## src/hw/rtl/tsrs_pkg.sv

```systemverilog
// Package for the temperature sensor read sequencer.
// Holds the item types, phase, command and error codes, and the CRC8 step.
// No dependencies.
package tsrs_pkg;

  localparam int unsigned SCRATCH_LEN = 9;
  localparam int unsigned CNT_W       = $clog2(SCRATCH_LEN + 1);
  localparam int unsigned IDX_W       = $clog2(SCRATCH_LEN);

  localparam logic [31:0] DELAY_RESET = 32'd750000;

  // Item functions.
  localparam logic [2:0] FN_POLL  = 3'd0;
  localparam logic [2:0] FN_START = 3'd1;
  localparam logic [2:0] FN_RX    = 3'd2;
  localparam logic [2:0] FN_ACK   = 3'd3;
  localparam logic [2:0] FN_CLEAR = 3'd4;

  // Sequencer phases.
  localparam logic [2:0] PH_IDLE    = 3'd0;
  localparam logic [2:0] PH_RESET   = 3'd1;
  localparam logic [2:0] PH_CONVERT = 3'd2;
  localparam logic [2:0] PH_WAIT    = 3'd3;
  localparam logic [2:0] PH_REQ     = 3'd4;
  localparam logic [2:0] PH_READ    = 3'd5;
  localparam logic [2:0] PH_DONE    = 3'd6;
  localparam logic [2:0] PH_ERROR   = 3'd7;

  // Bus commands.
  localparam logic [2:0] CMD_NONE  = 3'd0;
  localparam logic [2:0] CMD_RESET = 3'd1;
  localparam logic [2:0] CMD_TX    = 3'd2;
  localparam logic [2:0] CMD_RX    = 3'd3;
  localparam logic [2:0] CMD_CLR   = 3'd4;

  // Bus status on polls.
  localparam logic [1:0] BUS_BUSY  = 2'd0;
  localparam logic [1:0] BUS_DONE  = 2'd1;
  localparam logic [1:0] BUS_ERROR = 2'd2;

  // Error codes.
  localparam logic [1:0] ERR_NONE  = 2'd0;
  localparam logic [1:0] ERR_NODEV = 2'd1;
  localparam logic [1:0] ERR_COMM  = 2'd2;
  localparam logic [1:0] ERR_CRC   = 2'd3;

  localparam logic [7:0] BYTE_CONVERT = 8'h44;
  localparam logic [7:0] BYTE_READ    = 8'hBE;
  localparam logic [7:0] CRC_POLY     = 8'h8C;

  typedef struct packed {
    logic [2:0]  func;
    logic [31:0] now_us;
    logic [1:0]  bus_status;
    logic        bus_no_device;
    logic [7:0]  rx_byte;
  } in_item_t;

  typedef struct packed {
    logic [2:0]         bus_cmd;
    logic [7:0]         tx_byte;
    logic               start_refused;
    logic [2:0]         phase_now;
    logic               busy_flag;
    logic               data_ready;
    logic               has_error;
    logic [1:0]         error_code;
    logic signed [15:0] temperature;
  } out_item_t;

  // One byte of the reflected Maxim CRC8, one bit per step.
  function automatic logic [7:0] crc8_step(input logic [7:0] crc, input logic [7:0] b);
    logic [7:0] c;
    c = crc ^ b;
    for (int i = 0; i < 8; i++) begin
      c = c[0] ? ((c >> 1) ^ CRC_POLY) : (c >> 1);
    end
    return c;
  endfunction

endpackage

```

## src/hw/rtl/tsrs_if.sv

```systemverilog
// Handshake channel interfaces for the temperature sensor read sequencer.
// The input channel carries one request item, the output channel one result.
// No dependencies.
interface tsrs_in_if;
  logic        valid;
  logic        ready;
  logic [2:0]  func;
  logic [31:0] now_us;
  logic [1:0]  bus_status;
  logic        bus_no_device;
  logic [7:0]  rx_byte;

  modport source (output valid, func, now_us, bus_status, bus_no_device, rx_byte,
                  input ready);
  modport sink   (input valid, func, now_us, bus_status, bus_no_device, rx_byte,
                  output ready);
endinterface

interface tsrs_out_if;
  logic               valid;
  logic               ready;
  logic [2:0]         bus_cmd;
  logic [7:0]         tx_byte;
  logic               start_refused;
  logic [2:0]         phase_now;
  logic               busy_flag;
  logic               data_ready;
  logic               has_error;
  logic [1:0]         error_code;
  logic signed [15:0] temperature;

  modport source (output valid, bus_cmd, tx_byte, start_refused, phase_now, busy_flag,
                  data_ready, has_error, error_code, temperature,
                  input ready);
  modport sink   (input valid, bus_cmd, tx_byte, start_refused, phase_now, busy_flag,
                  data_ready, has_error, error_code, temperature,
                  output ready);
endinterface

```

## src/hw/rtl/tsrs_core.sv

```systemverilog
// Sequencer state and the per-item step logic.
// Updates the state on each stepped item and gives the result combinationally.
// Depends on tsrs_pkg.
module tsrs_core (
  input  logic               clk_i,
  input  logic               rst_ni,
  input  logic               step_i,
  input  tsrs_pkg::in_item_t item_i,
  input  logic [31:0]        delay_i,
  output tsrs_pkg::out_item_t result_o
);
  import tsrs_pkg::*;

  logic [2:0]       phase_q, phase_d;
  logic             after_read_q, after_read_d;
  logic             pending_q, pending_d;
  logic             busy_q, busy_d;
  logic [1:0]       error_q, error_d;
  logic [31:0]      wait_start_q, wait_start_d;
  logic [CNT_W-1:0] rx_count_q, rx_count_d;
  logic [7:0]       crc_q, crc_d;
  logic [7:0]       scratch_q [SCRATCH_LEN];
  logic             scratch_we;
  logic             show_temp;
  logic [31:0]      elapsed;
  logic             room;

  assign elapsed = item_i.now_us - wait_start_q;
  assign room    = rx_count_q < CNT_W'(SCRATCH_LEN);

  always_comb begin
    phase_d      = phase_q;
    after_read_d = after_read_q;
    pending_d    = pending_q;
    busy_d       = busy_q;
    error_d      = error_q;
    wait_start_d = wait_start_q;
    rx_count_d   = rx_count_q;
    crc_d        = crc_q;
    scratch_we   = 1'b0;
    show_temp    = 1'b0;
    result_o     = '0;

    unique case (item_i.func)
      FN_POLL: begin
        unique case (phase_q)
          PH_RESET: begin
            if (!pending_q) begin
              result_o.bus_cmd = CMD_RESET;
              pending_d        = 1'b1;
            end else if (item_i.bus_status == BUS_DONE) begin
              pending_d = 1'b0;
              phase_d   = after_read_q ? PH_REQ : PH_CONVERT;
            end else if (item_i.bus_status == BUS_ERROR) begin
              phase_d = PH_ERROR;
              error_d = item_i.bus_no_device ? ERR_NODEV : ERR_COMM;
            end
          end
          PH_CONVERT: begin
            if (!pending_q) begin
              result_o.bus_cmd = CMD_TX;
              result_o.tx_byte = BYTE_CONVERT;
              pending_d        = 1'b1;
            end else if (item_i.bus_status == BUS_DONE) begin
              pending_d    = 1'b0;
              phase_d      = PH_WAIT;
              wait_start_d = item_i.now_us;
            end else if (item_i.bus_status == BUS_ERROR) begin
              phase_d = PH_ERROR;
              error_d = ERR_COMM;
            end
          end
          PH_WAIT: begin
            // The difference wraps, so a timestamp roll-over is harmless.
            if (elapsed >= delay_i) begin
              phase_d      = PH_RESET;
              after_read_d = 1'b1;
            end
          end
          PH_REQ: begin
            if (!pending_q) begin
              result_o.bus_cmd = CMD_TX;
              result_o.tx_byte = BYTE_READ;
              pending_d        = 1'b1;
            end else if (item_i.bus_status == BUS_DONE) begin
              pending_d = 1'b0;
              phase_d   = PH_READ;
            end else if (item_i.bus_status == BUS_ERROR) begin
              phase_d = PH_ERROR;
              error_d = ERR_COMM;
            end
          end
          PH_READ: begin
            if (!pending_q) begin
              result_o.bus_cmd = CMD_RX;
              pending_d        = 1'b1;
              rx_count_d       = '0;
              crc_d            = '0;
            end else if (item_i.bus_status == BUS_DONE) begin
              if (room) begin
                phase_d = PH_ERROR;
                error_d = ERR_COMM;
              end else if (crc_q == scratch_q[SCRATCH_LEN-1]) begin
                pending_d = 1'b0;
                phase_d   = PH_DONE;
              end else begin
                phase_d = PH_ERROR;
                error_d = ERR_CRC;
              end
            end else if (item_i.bus_status == BUS_ERROR) begin
              phase_d = PH_ERROR;
              error_d = ERR_COMM;
            end
          end
          PH_ERROR: pending_d = 1'b0;
          default: ;
        endcase
      end
      FN_START: begin
        if (busy_q) begin
          result_o.start_refused = 1'b1;
        end else begin
          phase_d      = PH_RESET;
          after_read_d = 1'b0;
          busy_d       = 1'b1;
        end
      end
      FN_RX: begin
        if (phase_q == PH_READ && pending_q && room) begin
          scratch_we = 1'b1;
          // The last byte is the check value and stays out of the CRC.
          if (rx_count_q < CNT_W'(SCRATCH_LEN - 1)) begin
            crc_d = crc8_step(crc_q, item_i.rx_byte);
          end
          rx_count_d = rx_count_q + CNT_W'(1);
        end
      end
      FN_ACK: begin
        show_temp = (phase_q == PH_DONE);
        phase_d   = PH_IDLE;
        busy_d    = 1'b0;
      end
      FN_CLEAR: begin
        error_d          = ERR_NONE;
        phase_d          = PH_IDLE;
        busy_d           = 1'b0;
        pending_d        = 1'b0;
        result_o.bus_cmd = CMD_CLR;
      end
      default: ;
    endcase

    if (phase_d == PH_DONE) begin
      show_temp = 1'b1;
    end

    result_o.phase_now   = phase_d;
    result_o.busy_flag   = busy_d;
    result_o.data_ready  = (phase_d == PH_DONE);
    result_o.has_error   = (phase_d == PH_ERROR);
    result_o.error_code  = error_d;
    result_o.temperature = show_temp ? $signed({scratch_q[1], scratch_q[0]}) : 16'sd0;
  end

  always_ff @(posedge clk_i or negedge rst_ni) begin
    if (!rst_ni) begin
      phase_q      <= PH_IDLE;
      after_read_q <= 1'b0;
      pending_q    <= 1'b0;
      busy_q       <= 1'b0;
      error_q      <= ERR_NONE;
      wait_start_q <= '0;
      rx_count_q   <= '0;
      crc_q        <= '0;
    end else if (step_i) begin
      phase_q      <= phase_d;
      after_read_q <= after_read_d;
      pending_q    <= pending_d;
      busy_q       <= busy_d;
      error_q      <= error_d;
      wait_start_q <= wait_start_d;
      rx_count_q   <= rx_count_d;
      crc_q        <= crc_d;
    end
  end

  // Scratchpad bytes hold no reset; each is read only after a full receive.
  always_ff @(posedge clk_i) begin
    if (step_i && scratch_we) begin
      scratch_q[rx_count_q[IDX_W-1:0]] <= item_i.rx_byte;
    end
  end

endmodule

```

## src/hw/rtl/temp_sensor_read_sequencer.sv

```systemverilog
// Top level of the temperature sensor read sequencer.
// Input register, step core, result register and the delay register.
// Depends on tsrs_pkg, tsrs_in_if, tsrs_out_if and tsrs_core.
//
//   Channel   Direction  Handshake        Contents
//   in_i      sink       valid / ready    func, now_us, bus_status, bus_no_device, rx_byte
//   out_o     source     valid / ready    bus command, phase, flags, error code, temperature
//   cfg       write      cfg_we_i         conversion delay in microseconds
//
// One item per cycle is sustained while out_o is ready; an item is held in the input
// register, and the step logic between the input and result registers places its result
// in the result register, from which it transfers out.
// Reset clears all control state at once; the scratchpad needs no clearing pass.
// While the result is not taken, the input register holds one more item and then
// input ready falls.
module temp_sensor_read_sequencer (
  input  logic        clk_i,
  input  logic        rst_ni,
  tsrs_in_if.sink     in_i,
  tsrs_out_if.source  out_o,
  input  logic        cfg_we_i,
  input  logic [31:0] cfg_wdata_i
);
  import tsrs_pkg::*;

  logic        in_valid_q;
  in_item_t    in_item_q;
  logic        out_valid_q;
  out_item_t   out_item_q;
  out_item_t   result;
  logic [31:0] delay_q;
  logic        step;

  assign step       = in_valid_q && (!out_valid_q || out_o.ready);
  assign in_i.ready = !in_valid_q || step;

  always_ff @(posedge clk_i or negedge rst_ni) begin
    if (!rst_ni) begin
      in_valid_q  <= 1'b0;
      out_valid_q <= 1'b0;
      delay_q     <= DELAY_RESET;
    end else begin
      if (in_i.ready) begin
        in_valid_q <= in_i.valid;
      end
      if (step) begin
        out_valid_q <= 1'b1;
      end else if (out_o.ready) begin
        out_valid_q <= 1'b0;
      end
      if (cfg_we_i) begin
        delay_q <= cfg_wdata_i;
      end
    end
  end

  always_ff @(posedge clk_i) begin
    if (in_i.ready && in_i.valid) begin
      in_item_q.func          <= in_i.func;
      in_item_q.now_us        <= in_i.now_us;
      in_item_q.bus_status    <= in_i.bus_status;
      in_item_q.bus_no_device <= in_i.bus_no_device;
      in_item_q.rx_byte       <= in_i.rx_byte;
    end
    if (step) begin
      out_item_q <= result;
    end
  end

  tsrs_core u_core (
    .clk_i    (clk_i),
    .rst_ni   (rst_ni),
    .step_i   (step),
    .item_i   (in_item_q),
    .delay_i  (delay_q),
    .result_o (result)
  );

  assign out_o.valid         = out_valid_q;
  assign out_o.bus_cmd       = out_item_q.bus_cmd;
  assign out_o.tx_byte       = out_item_q.tx_byte;
  assign out_o.start_refused = out_item_q.start_refused;
  assign out_o.phase_now     = out_item_q.phase_now;
  assign out_o.busy_flag     = out_item_q.busy_flag;
  assign out_o.data_ready    = out_item_q.data_ready;
  assign out_o.has_error     = out_item_q.has_error;
  assign out_o.error_code    = out_item_q.error_code;
  assign out_o.temperature   = out_item_q.temperature;

endmodule
```

## src/flat_wrapper.sv

```systemverilog
// flat-port wrapper written by rule: the top's interface ports become plain ports
module temp_sensor_read_sequencer_flat import tsrs_pkg::*;
  (clk_i, rst_ni, cfg_we_i, cfg_wdata_i, in_i_valid, in_i_func, in_i_now_us, in_i_bus_status, in_i_bus_no_device, in_i_rx_byte, in_i_ready, out_o_valid, out_o_bus_cmd, out_o_tx_byte, out_o_start_refused, out_o_phase_now, out_o_busy_flag, out_o_data_ready, out_o_has_error, out_o_error_code, out_o_temperature, out_o_ready);
  tsrs_in_if in_i_i ();
  tsrs_out_if out_o_i ();
  input  logic clk_i;
  input  logic rst_ni;
  input  logic cfg_we_i;
  input  logic [31:0] cfg_wdata_i;
  input wire logic [$bits(in_i_i.valid)-1:0] in_i_valid;
  input wire logic [$bits(in_i_i.func)-1:0] in_i_func;
  input wire logic [$bits(in_i_i.now_us)-1:0] in_i_now_us;
  input wire logic [$bits(in_i_i.bus_status)-1:0] in_i_bus_status;
  input wire logic [$bits(in_i_i.bus_no_device)-1:0] in_i_bus_no_device;
  input wire logic [$bits(in_i_i.rx_byte)-1:0] in_i_rx_byte;
  output wire logic [$bits(in_i_i.ready)-1:0] in_i_ready;
  output wire logic [$bits(out_o_i.valid)-1:0] out_o_valid;
  output wire logic [$bits(out_o_i.bus_cmd)-1:0] out_o_bus_cmd;
  output wire logic [$bits(out_o_i.tx_byte)-1:0] out_o_tx_byte;
  output wire logic [$bits(out_o_i.start_refused)-1:0] out_o_start_refused;
  output wire logic [$bits(out_o_i.phase_now)-1:0] out_o_phase_now;
  output wire logic [$bits(out_o_i.busy_flag)-1:0] out_o_busy_flag;
  output wire logic [$bits(out_o_i.data_ready)-1:0] out_o_data_ready;
  output wire logic [$bits(out_o_i.has_error)-1:0] out_o_has_error;
  output wire logic [$bits(out_o_i.error_code)-1:0] out_o_error_code;
  output wire logic [$bits(out_o_i.temperature)-1:0] out_o_temperature;
  input wire logic [$bits(out_o_i.ready)-1:0] out_o_ready;
  assign in_i_i.valid = in_i_valid;
  assign in_i_i.func = in_i_func;
  assign in_i_i.now_us = in_i_now_us;
  assign in_i_i.bus_status = in_i_bus_status;
  assign in_i_i.bus_no_device = in_i_bus_no_device;
  assign in_i_i.rx_byte = in_i_rx_byte;
  assign in_i_ready = in_i_i.ready;
  assign out_o_valid = out_o_i.valid;
  assign out_o_bus_cmd = out_o_i.bus_cmd;
  assign out_o_tx_byte = out_o_i.tx_byte;
  assign out_o_start_refused = out_o_i.start_refused;
  assign out_o_phase_now = out_o_i.phase_now;
  assign out_o_busy_flag = out_o_i.busy_flag;
  assign out_o_data_ready = out_o_i.data_ready;
  assign out_o_has_error = out_o_i.has_error;
  assign out_o_error_code = out_o_i.error_code;
  assign out_o_temperature = out_o_i.temperature;
  assign out_o_i.ready = out_o_ready;
  temp_sensor_read_sequencer u_core (.clk_i(clk_i), .rst_ni(rst_ni), .in_i(in_i_i), .out_o(out_o_i), .cfg_we_i(cfg_we_i), .cfg_wdata_i(cfg_wdata_i));
endmodule
```

## config.mk

```make
export PLATFORM = sky130hd
export DESIGN_NAME = temp_sensor_read_sequencer_flat
export DESIGN_NICKNAME = d
export VERILOG_FILES = /design/src/hw/rtl/tsrs_pkg.sv /design/src/hw/rtl/tsrs_if.sv /design/src/hw/rtl/tsrs_core.sv /design/src/hw/rtl/temp_sensor_read_sequencer.sv /design/src/flat_wrapper.sv
export SDC_FILE = /design/constraint.sdc
export NUM_CORES = 1
export LEC_CHECK = 0
export ABC_AREA = 1
export BUFFER_PORTS_ARGS = -buffer_cell sky130_fd_sc_hd__buf_2
export CORE_MARGIN = 8
export CORE_UTILIZATION = 50
export DETAILED_ROUTE_END_ITERATION = 16
export PLACE_DENSITY_LB_ADDON = 0.12
export REMOVE_ABC_BUFFERS = 1
export SLEW_MARGIN = 10
export SYNTH_ARGS = -nofsm -noshare
export SYNTH_HDL_FRONTEND = slang
export SYNTH_HIERARCHICAL = 1
export SYNTH_SLANG_ARGS = --single-unit
```

## constraint.sdc

```tcl
create_clock -name clk_i -period 6.2 [get_ports clk_i]
set_input_delay 0.93 -clock clk_i [delete_from_list [all_inputs] [get_ports clk_i]]
set_output_delay 0.93 -clock clk_i [all_outputs]
set_load 0.005 [all_outputs]
```

**Word-level counts from Yosys, hierarchy flattened**

Memory sizes are Yosys's and may differ from the RTL's. A register that Yosys moved wholly into a read port is not among the register bits.
Cells that the tools add are included.

- Register bits: 152
- RAM bits: 72
- Memories: 1
- Logic and storage cells: 162
- Bits of input ports: 83
- Output and inout port bits: 38

- Reduce and logical (&&, ||, !) cells: 24
- $add $sub $neg: 2
- Eq/ne operators: 24
- Bitwise logic cells: 9
- Muxes and demuxes: 75
- Magnitude comparators: 3

Memory list:

| name | words | bits a word | rd ports | clocked after memory_dff | wr ports | line | source |
|---|---|---|---|---|---|---|---|
| u_core.u_core.scratch_q | 9 | 8 | 3 | 2 | 1 | tsrs_core.sv:22 | `logic [7:0] scratch_q [SCRATCH_LEN];` |

Operators with widths:

| operator | count |
|---|---|
| $mux W8 | 12 |
| $mux W3 | 12 |
| $ge A32 B32 Y1 | 1 |
| $pmux W8 S2 | 2 |
| $sub A32 B32 Y32 | 1 |
| $mux W2 | 12 |
| $not A2 Y3 | 8 |
| $eq A3 B3 Y1 const B | 7 |
| $mux W1 | 21 |
| $mux W10 | 2 |
| $pmux W3 S5 | 1 |
| $reduce_and A5 Y1 | 3 |
| $eq A3 B2 Y1 const B | 4 |
| $mux W4 | 3 |
| $ne A2 B2 Y1 const B | 6 |
| $pmux W3 S4 | 1 |
| $pmux W3 S3 | 1 |
| $eq A8 B8 Y1 | 1 |
| $lt A4 B4 Y1 const B | 2 |
| $pmux W4 S2 | 1 |
| $reduce_bool A2 Y1 | 4 |
| $xor A8 B8 Y8 | 1 |
| $eq A3 B1 Y1 const B | 2 |
| $pmux W1 S2 | 3 |
| other kinds (17) | 26 |

**Logic depth before layout (Yosys ltp)**

- Word-level depth: 20
- Depth in mapped cells: 29
- Depth with buffers taken out: 28

**Hierarchy**

The synthesis kept the hierarchy.

Modules (own cells, without submodules):

| module | cells each | area an instance (sq um) | seq. area each (sq um) | instances |
|---|---|---|---|---|
| tsrs_core | 827 | 6491.2 | 2021.9 | 1 |
| temp_sensor_read_sequencer | 229 | 3978.8 | 3325.7 | 1 |

**Least setup slack after synthesis**

No wires, ideal clock.

- Path kind: input to register
- Start: input out_o_ready
- End: memory u_core.u_core.scratch_q[8][0], enable pin
- Data required time: 5830 ps
- Path slack: 1163 ps
- Buffers on the path: 0
- Data arrival time: 4666 ps
- Stages on the path: 6
- Setup time: 370 ps
- Path through: inv_1 -> a21oi_1 -> clkinv_1 -> nor4_1 -> nand2_1 -> nor2_1

- Word-level cells in the longest chain between the ends: 5

RTL lines:

| what | line | source |
|---|---|---|
| from (decl) | flat_wrapper.sv:27 | `input wire logic [$bits(out_o_i.ready)-1:0] out_o_ready;` |
| $logic_or A1 B1 Y1 | temp_sensor_read_sequencer.sv:34 | `assign step = in_valid_q && (!out_valid_q \|\| out_o.ready);` |
| $logic_and A1 B1 Y1 | temp_sensor_read_sequencer.sv:34 |  |
| via u_core.step | temp_sensor_read_sequencer.sv:32 | `logic step;` |
| $logic_and A1 B1 Y1 | tsrs_core.sv:189 | `if (step_i && scratch_we) begin` |
| $mux W1 | tsrs_core.sv:189 |  |
| $mux W1 (implied by the code) | tsrs_core.sv:190 | `scratch_q[rx_count_q[IDX_W-1:0]] <= item_i.rx_byte;` |
| to (decl) | tsrs_core.sv:22 |  |

The timed path passes the listed nets, and every way through them passes these cells.

==> flow_metrics.env <==
export IMPL_ys_types=53
export IMPL_grt_max_degree=65
export IMPL_clock_sinks=192
export IMPL_endpoint="u_core/out_o.temperature[3]$_DFFE_PP_"
export IMPL_period_share=0.713
export IMPL_worstPathArrival_ns=4.58
export IMPL_dr_pass1_iters=5
export IMPL_die_h_um=161
export IMPL_drt_iter0_markers=326
export IMPL_rows=53
export IMPL_area_growth_pct=13.8
export IMPL_clk_latency_ns=0.44
export IMPL_hold_path_class="in2async"
export IMPL_gp_congestion=0.845
export IMPL_grtUsageMet2=0.302
export IMPL_wl_um=21500
export IMPL_tns_ns=0
export IMPL_final_antenna_net_count=0
export IMPL_combPwrFrac=0.185
export IMPL_irDropWorstVdd_v=0.000195
export IMPL_die_x_um=161
export IMPL_start_kind="flop"
export IMPL_antenna_found_initial=0
export IMPL_yosysWarnings=6
export IMPL_initial_core_util=0.504
export IMPL_timing_rr_end="u_core/out_o.temperature[3]$_DFFE_PP_"
export IMPL_top_usage_layer="met2"
export IMPL_status="finished clean"
export IMPL_cap_violations=0
export IMPL_rsz0062_at_grt="false"
export IMPL_drive_gt1_frac=0.225
export IMPL_use_met3=0.0361
export IMPL_p_seq_frac=0.467
export IMPL_max_freq_ghz=0.226
export IMPL_setup_violations=0
export IMPL_clockRootBuffer="clkbuf_16"
export IMPL_io_pins=121
export IMPL_ff2ff_path_depth=21
export IMPL_netlist_instances=1056
export IMPL_power_switching_mw=0.991
export IMPL_cts_reportedPaths_clkPinSlew_ns=0.08
export IMPL_globalRouteMet1Util=0.209
export IMPL_final_hold_viol_count=0
export IMPL_grt_pass1_vias=7429
export IMPL_postCtsHoldBufs=0
export IMPL_worstMarginPinSlew_ns=1.08
export IMPL_cts_buffers=17
export IMPL_fin_crit_ns=4.42
export IMPL_synthFlopType="edfxtp_1"
export IMPL_cp_end_kind="flop"
export IMPL_netlist_area_um2=10500
export IMPL_via_count=7270
export IMPL_synth_edf_count=106
export IMPL_maxSlewViolCount=0
export IMPL_antenna_cells=0
export IMPL_grt_util_all_layers=0.173
export IMPL_dp_hpwl_um=16500
export IMPL_postLayoutCoreUtil=0.574
export IMPL_post_route_drc_count=0
export IMPL_ys_seq_area_frac=0.511
export IMPL_skew_ns=0.0110
export IMPL_cts_max_level=4
export IMPL_wire_per_inst_um=14.7
export IMPL_rr_startpoint="u_core/in_item_q[13]$_DFFE_PP_"
export IMPL_io_buffer_count=120
export IMPL_sw_frac_of_total=0.307
export IMPL_core_area_um2=20800
export IMPL_postCtsResizedCells=0
export IMPL_powerDensity_nw_per_um2=271
export IMPL_viasPerCell=4.95
export IMPL_synth_avg_cell_area_um2=9.91
export IMPL_p_leak_nw=5.43
export IMPL_crit_type="reg2reg"
export IMPL_clk_path_buf_depth=2
export IMPL_critPathLaunch="u_core/in_item_q[13]$_DFFE_PP_"
export IMPL_grt_overflow=0
export IMPL_pwr_share_clk=0.348
export IMPL_die_area_um2=25800
export IMPL_yosys_register_bits=192
export IMPL_grt_pass1_wl_um=36000
export IMPL_fillers=1816
export IMPL_post_cts_buffers=0
export IMPL_finalNetCount=1332
export IMPL_p_int_mw=2.24
export IMPL_slew_limit_headroom=0.276
export IMPL_worstPathMaxFanout=17
export IMPL_ff2ff_setup_slack_ns=1.78
export IMPL_cts_tree="built"
export IMPL_ys_async_sr_fraction=0.448
export IMPL_cp_required_ns=6.36
==> worst min path at each step <==
stage / start / to / slack, ns / cells after the start
2_1_floorplan: u_core/delay_q[12]$_DFFE_PN1P_ / u_core/delay_q[12]$_DFFE_PN1P_ / 0.45 / 2
3_3_place_gp: u_core/delay_q[19]$_DFFE_PN1P_ / u_core/delay_q[19]$_DFFE_PN1P_ / 0.45 / 2
3_5_place_dp: u_core/delay_q[17]$_DFFE_PN1P_ / u_core/delay_q[17]$_DFFE_PN1P_ / 0.45 / 2
4_1_cts: rst_ni / u_core/u_core/wait_start_q[5]$_DFFE_PN0P_ / 0.46 / 1
5_1_grt: rst_ni / u_core/u_core/wait_start_q[5]$_DFFE_PN0P_ / 0.47 / 1
6_report: rst_ni / u_core/u_core/wait_start_q[5]$_DFFE_PN0P_ / 0.45 / 1
==> placed cells by master, fill, tap and decap left out, types with 3 or more instances in the layout <==
cell type  netlist  final
a221oi_1         3      3
edfxtp_1       106    106
dfstp_2         10     10
nand4_1          9      9
buf_2            0    119
nand2_2          8      8
a31oi_1          5      5
inv_6            0      3
nor2_2           3      3
ha_1            67     67
a21o_1           6      6
buf_4            6      5
o21ai_1         14     14
clkinv_8         0      5
a21boi_0         4      4
xor2_1          36     36
a21oi_1         62     61
o22ai_1          3      3
nand3_1         21     21
inv_12           0      3
inv_1          175    174
nand2_1        175    175
o21ai_2         30     30
clkbuf_16        0     17
o21bai_1         5      5
nor3_1          15     15
dfrtp_1         76     76
inv_2           12     13
nor2_4           3      3
o211ai_1         5      5
a21oi_2         10     10
mux2_2          31     31
nor2_1          61     61
o21ai_0         37     37
xnor2_1         22     22
==> layout make-up <==
class	count	area [um2]	share of cell area
multi-input combinational	657	4250	0.357
clock inverter	15	196	0.0165
tap	275	344	0.0289
inverter	189	712	0.0598
sequential	192	5350	0.449
clock buffer	17	425	0.0357
timing repair buffer	124	633	0.0532
==> worst max-delay path, stage by stage, from the launching register on <==
cell and delay (ns):
edfxtp_1 0.40, ha_1 0.36, a21oi_1 0.16, nand2_1 0.10
a21oi_1 0.39, o21bai_1 0.21, a21boi_0 0.32, o21ai_1 0.20
nand3_1 0.12, nand2_1 0.10, xor2_1 0.16, ha_1 0.29
nand2_1 0.08, nor3_1 0.29, nor2b_1 0.21, nand2_1 0.08
nand4_1 0.13, nand2_1 0.08, nand2_1 0.07, nand2_2 0.08
nand3_4 0.20, a21oi_1 0.10
==> cell usage after synthesis, drive strengths merged, types with 2 or more instances <==
master	count	area (um2)
a211oi	2	15.0
a21boi	4	30.0
a21o	6	45.0
a21oi	72	398
a221oi	3	26.3
a31oi	5	31.3
and2	2	12.5
buf	14	155
clkbuf	4	15.0
dfrtp	76	1900
dfstp	10	263
edfxtp	106	3180
ha	67	838
inv	188	708
mux2	31	349
nand2	183	707
nand3	22	123
nand3b	2	15.0
nand4	9	56.3
nor2	67	282
nor3	16	85.1
nor4	2	12.5
o211ai	5	37.5
o21ai	81	518
o21bai	5	37.5
o22ai	3	18.8
o31ai	2	15.0
or2	3	18.8
xnor2	22	193
xor2	36	315
==> routing by layer <==
layer  part of all wire  routed length [um]
met5                  0                   0
met4              0.016                 340
met3              0.037                 806
met2               0.50               10800
met1               0.44                9580
==> per-stage QoR <==
step,hold slack [ns],instances,worst slack (ns),cell area [um2],total power [mW]
after global placement,0.454,1437,1.85,11300,2.14
after floorplan,0.447,1038,0.643,10300,1.95
after detailed placement,0.455,1437,1.77,11300,2.14
after CTS,0.464,1469,1.76,11900,3.28
after global routing,0.474,1469,1.40,11900,3.42
final,0.448,1469,1.78,11900,3.23
==> cells by family after synthesis <==
| group | after synthesis | synth area share |
|---|---|---|
| buf+inv | 207 | 0.0842 |
| flops | 192 | 0.511 |
| mux | 31 | 0.0333 |
| simple gates | 308 | 0.126 |
| other cells | 1 | 0.000358 |
| compound gates | 191 | 0.114 |
| xor+xnor | 58 | 0.0485 |
| fa+ha+maj | 68 | 0.0820 |
==> state kept, by name, summed over array words and instances (netlist names), 2 cells and up <==
signal                      flops
u_core/out_o.temperature       16
u_core/u_core/phase_q           3
u_core/u_core/error_q           2
u_core/u_core/scratch_q        24
u_core/u_core/wait_start_q     32
u_core/out_o.phase_now          3
u_core/out_o.error_code         2
u_core/u_core/rx_count_q        4
u_core/u_core/crc_q             8
u_core/out_o.bus_cmd            3
u_core/delay_q                 32
u_core/out_o.tx_byte            8
u_core/in_item_q               46
==> power by group through the flow <==
| stage | Clock, mW | Combinational (mW) | Sequential [mW] |
|---|---|---|---|
| 2_1_floorplan | 0 | 0.425 | 1.53 |
| 6_report | 1.13 | 0.599 | 1.51 |
| 5_1_grt | 1.22 | 0.684 | 1.52 |
| 4_1_cts | 1.16 | 0.607 | 1.51 |
| 3_3_place_gp | 0 | 0.601 | 1.53 |
| 3_5_place_dp | 0 | 0.603 | 1.54 |
(Power assumes the default switching activity.)
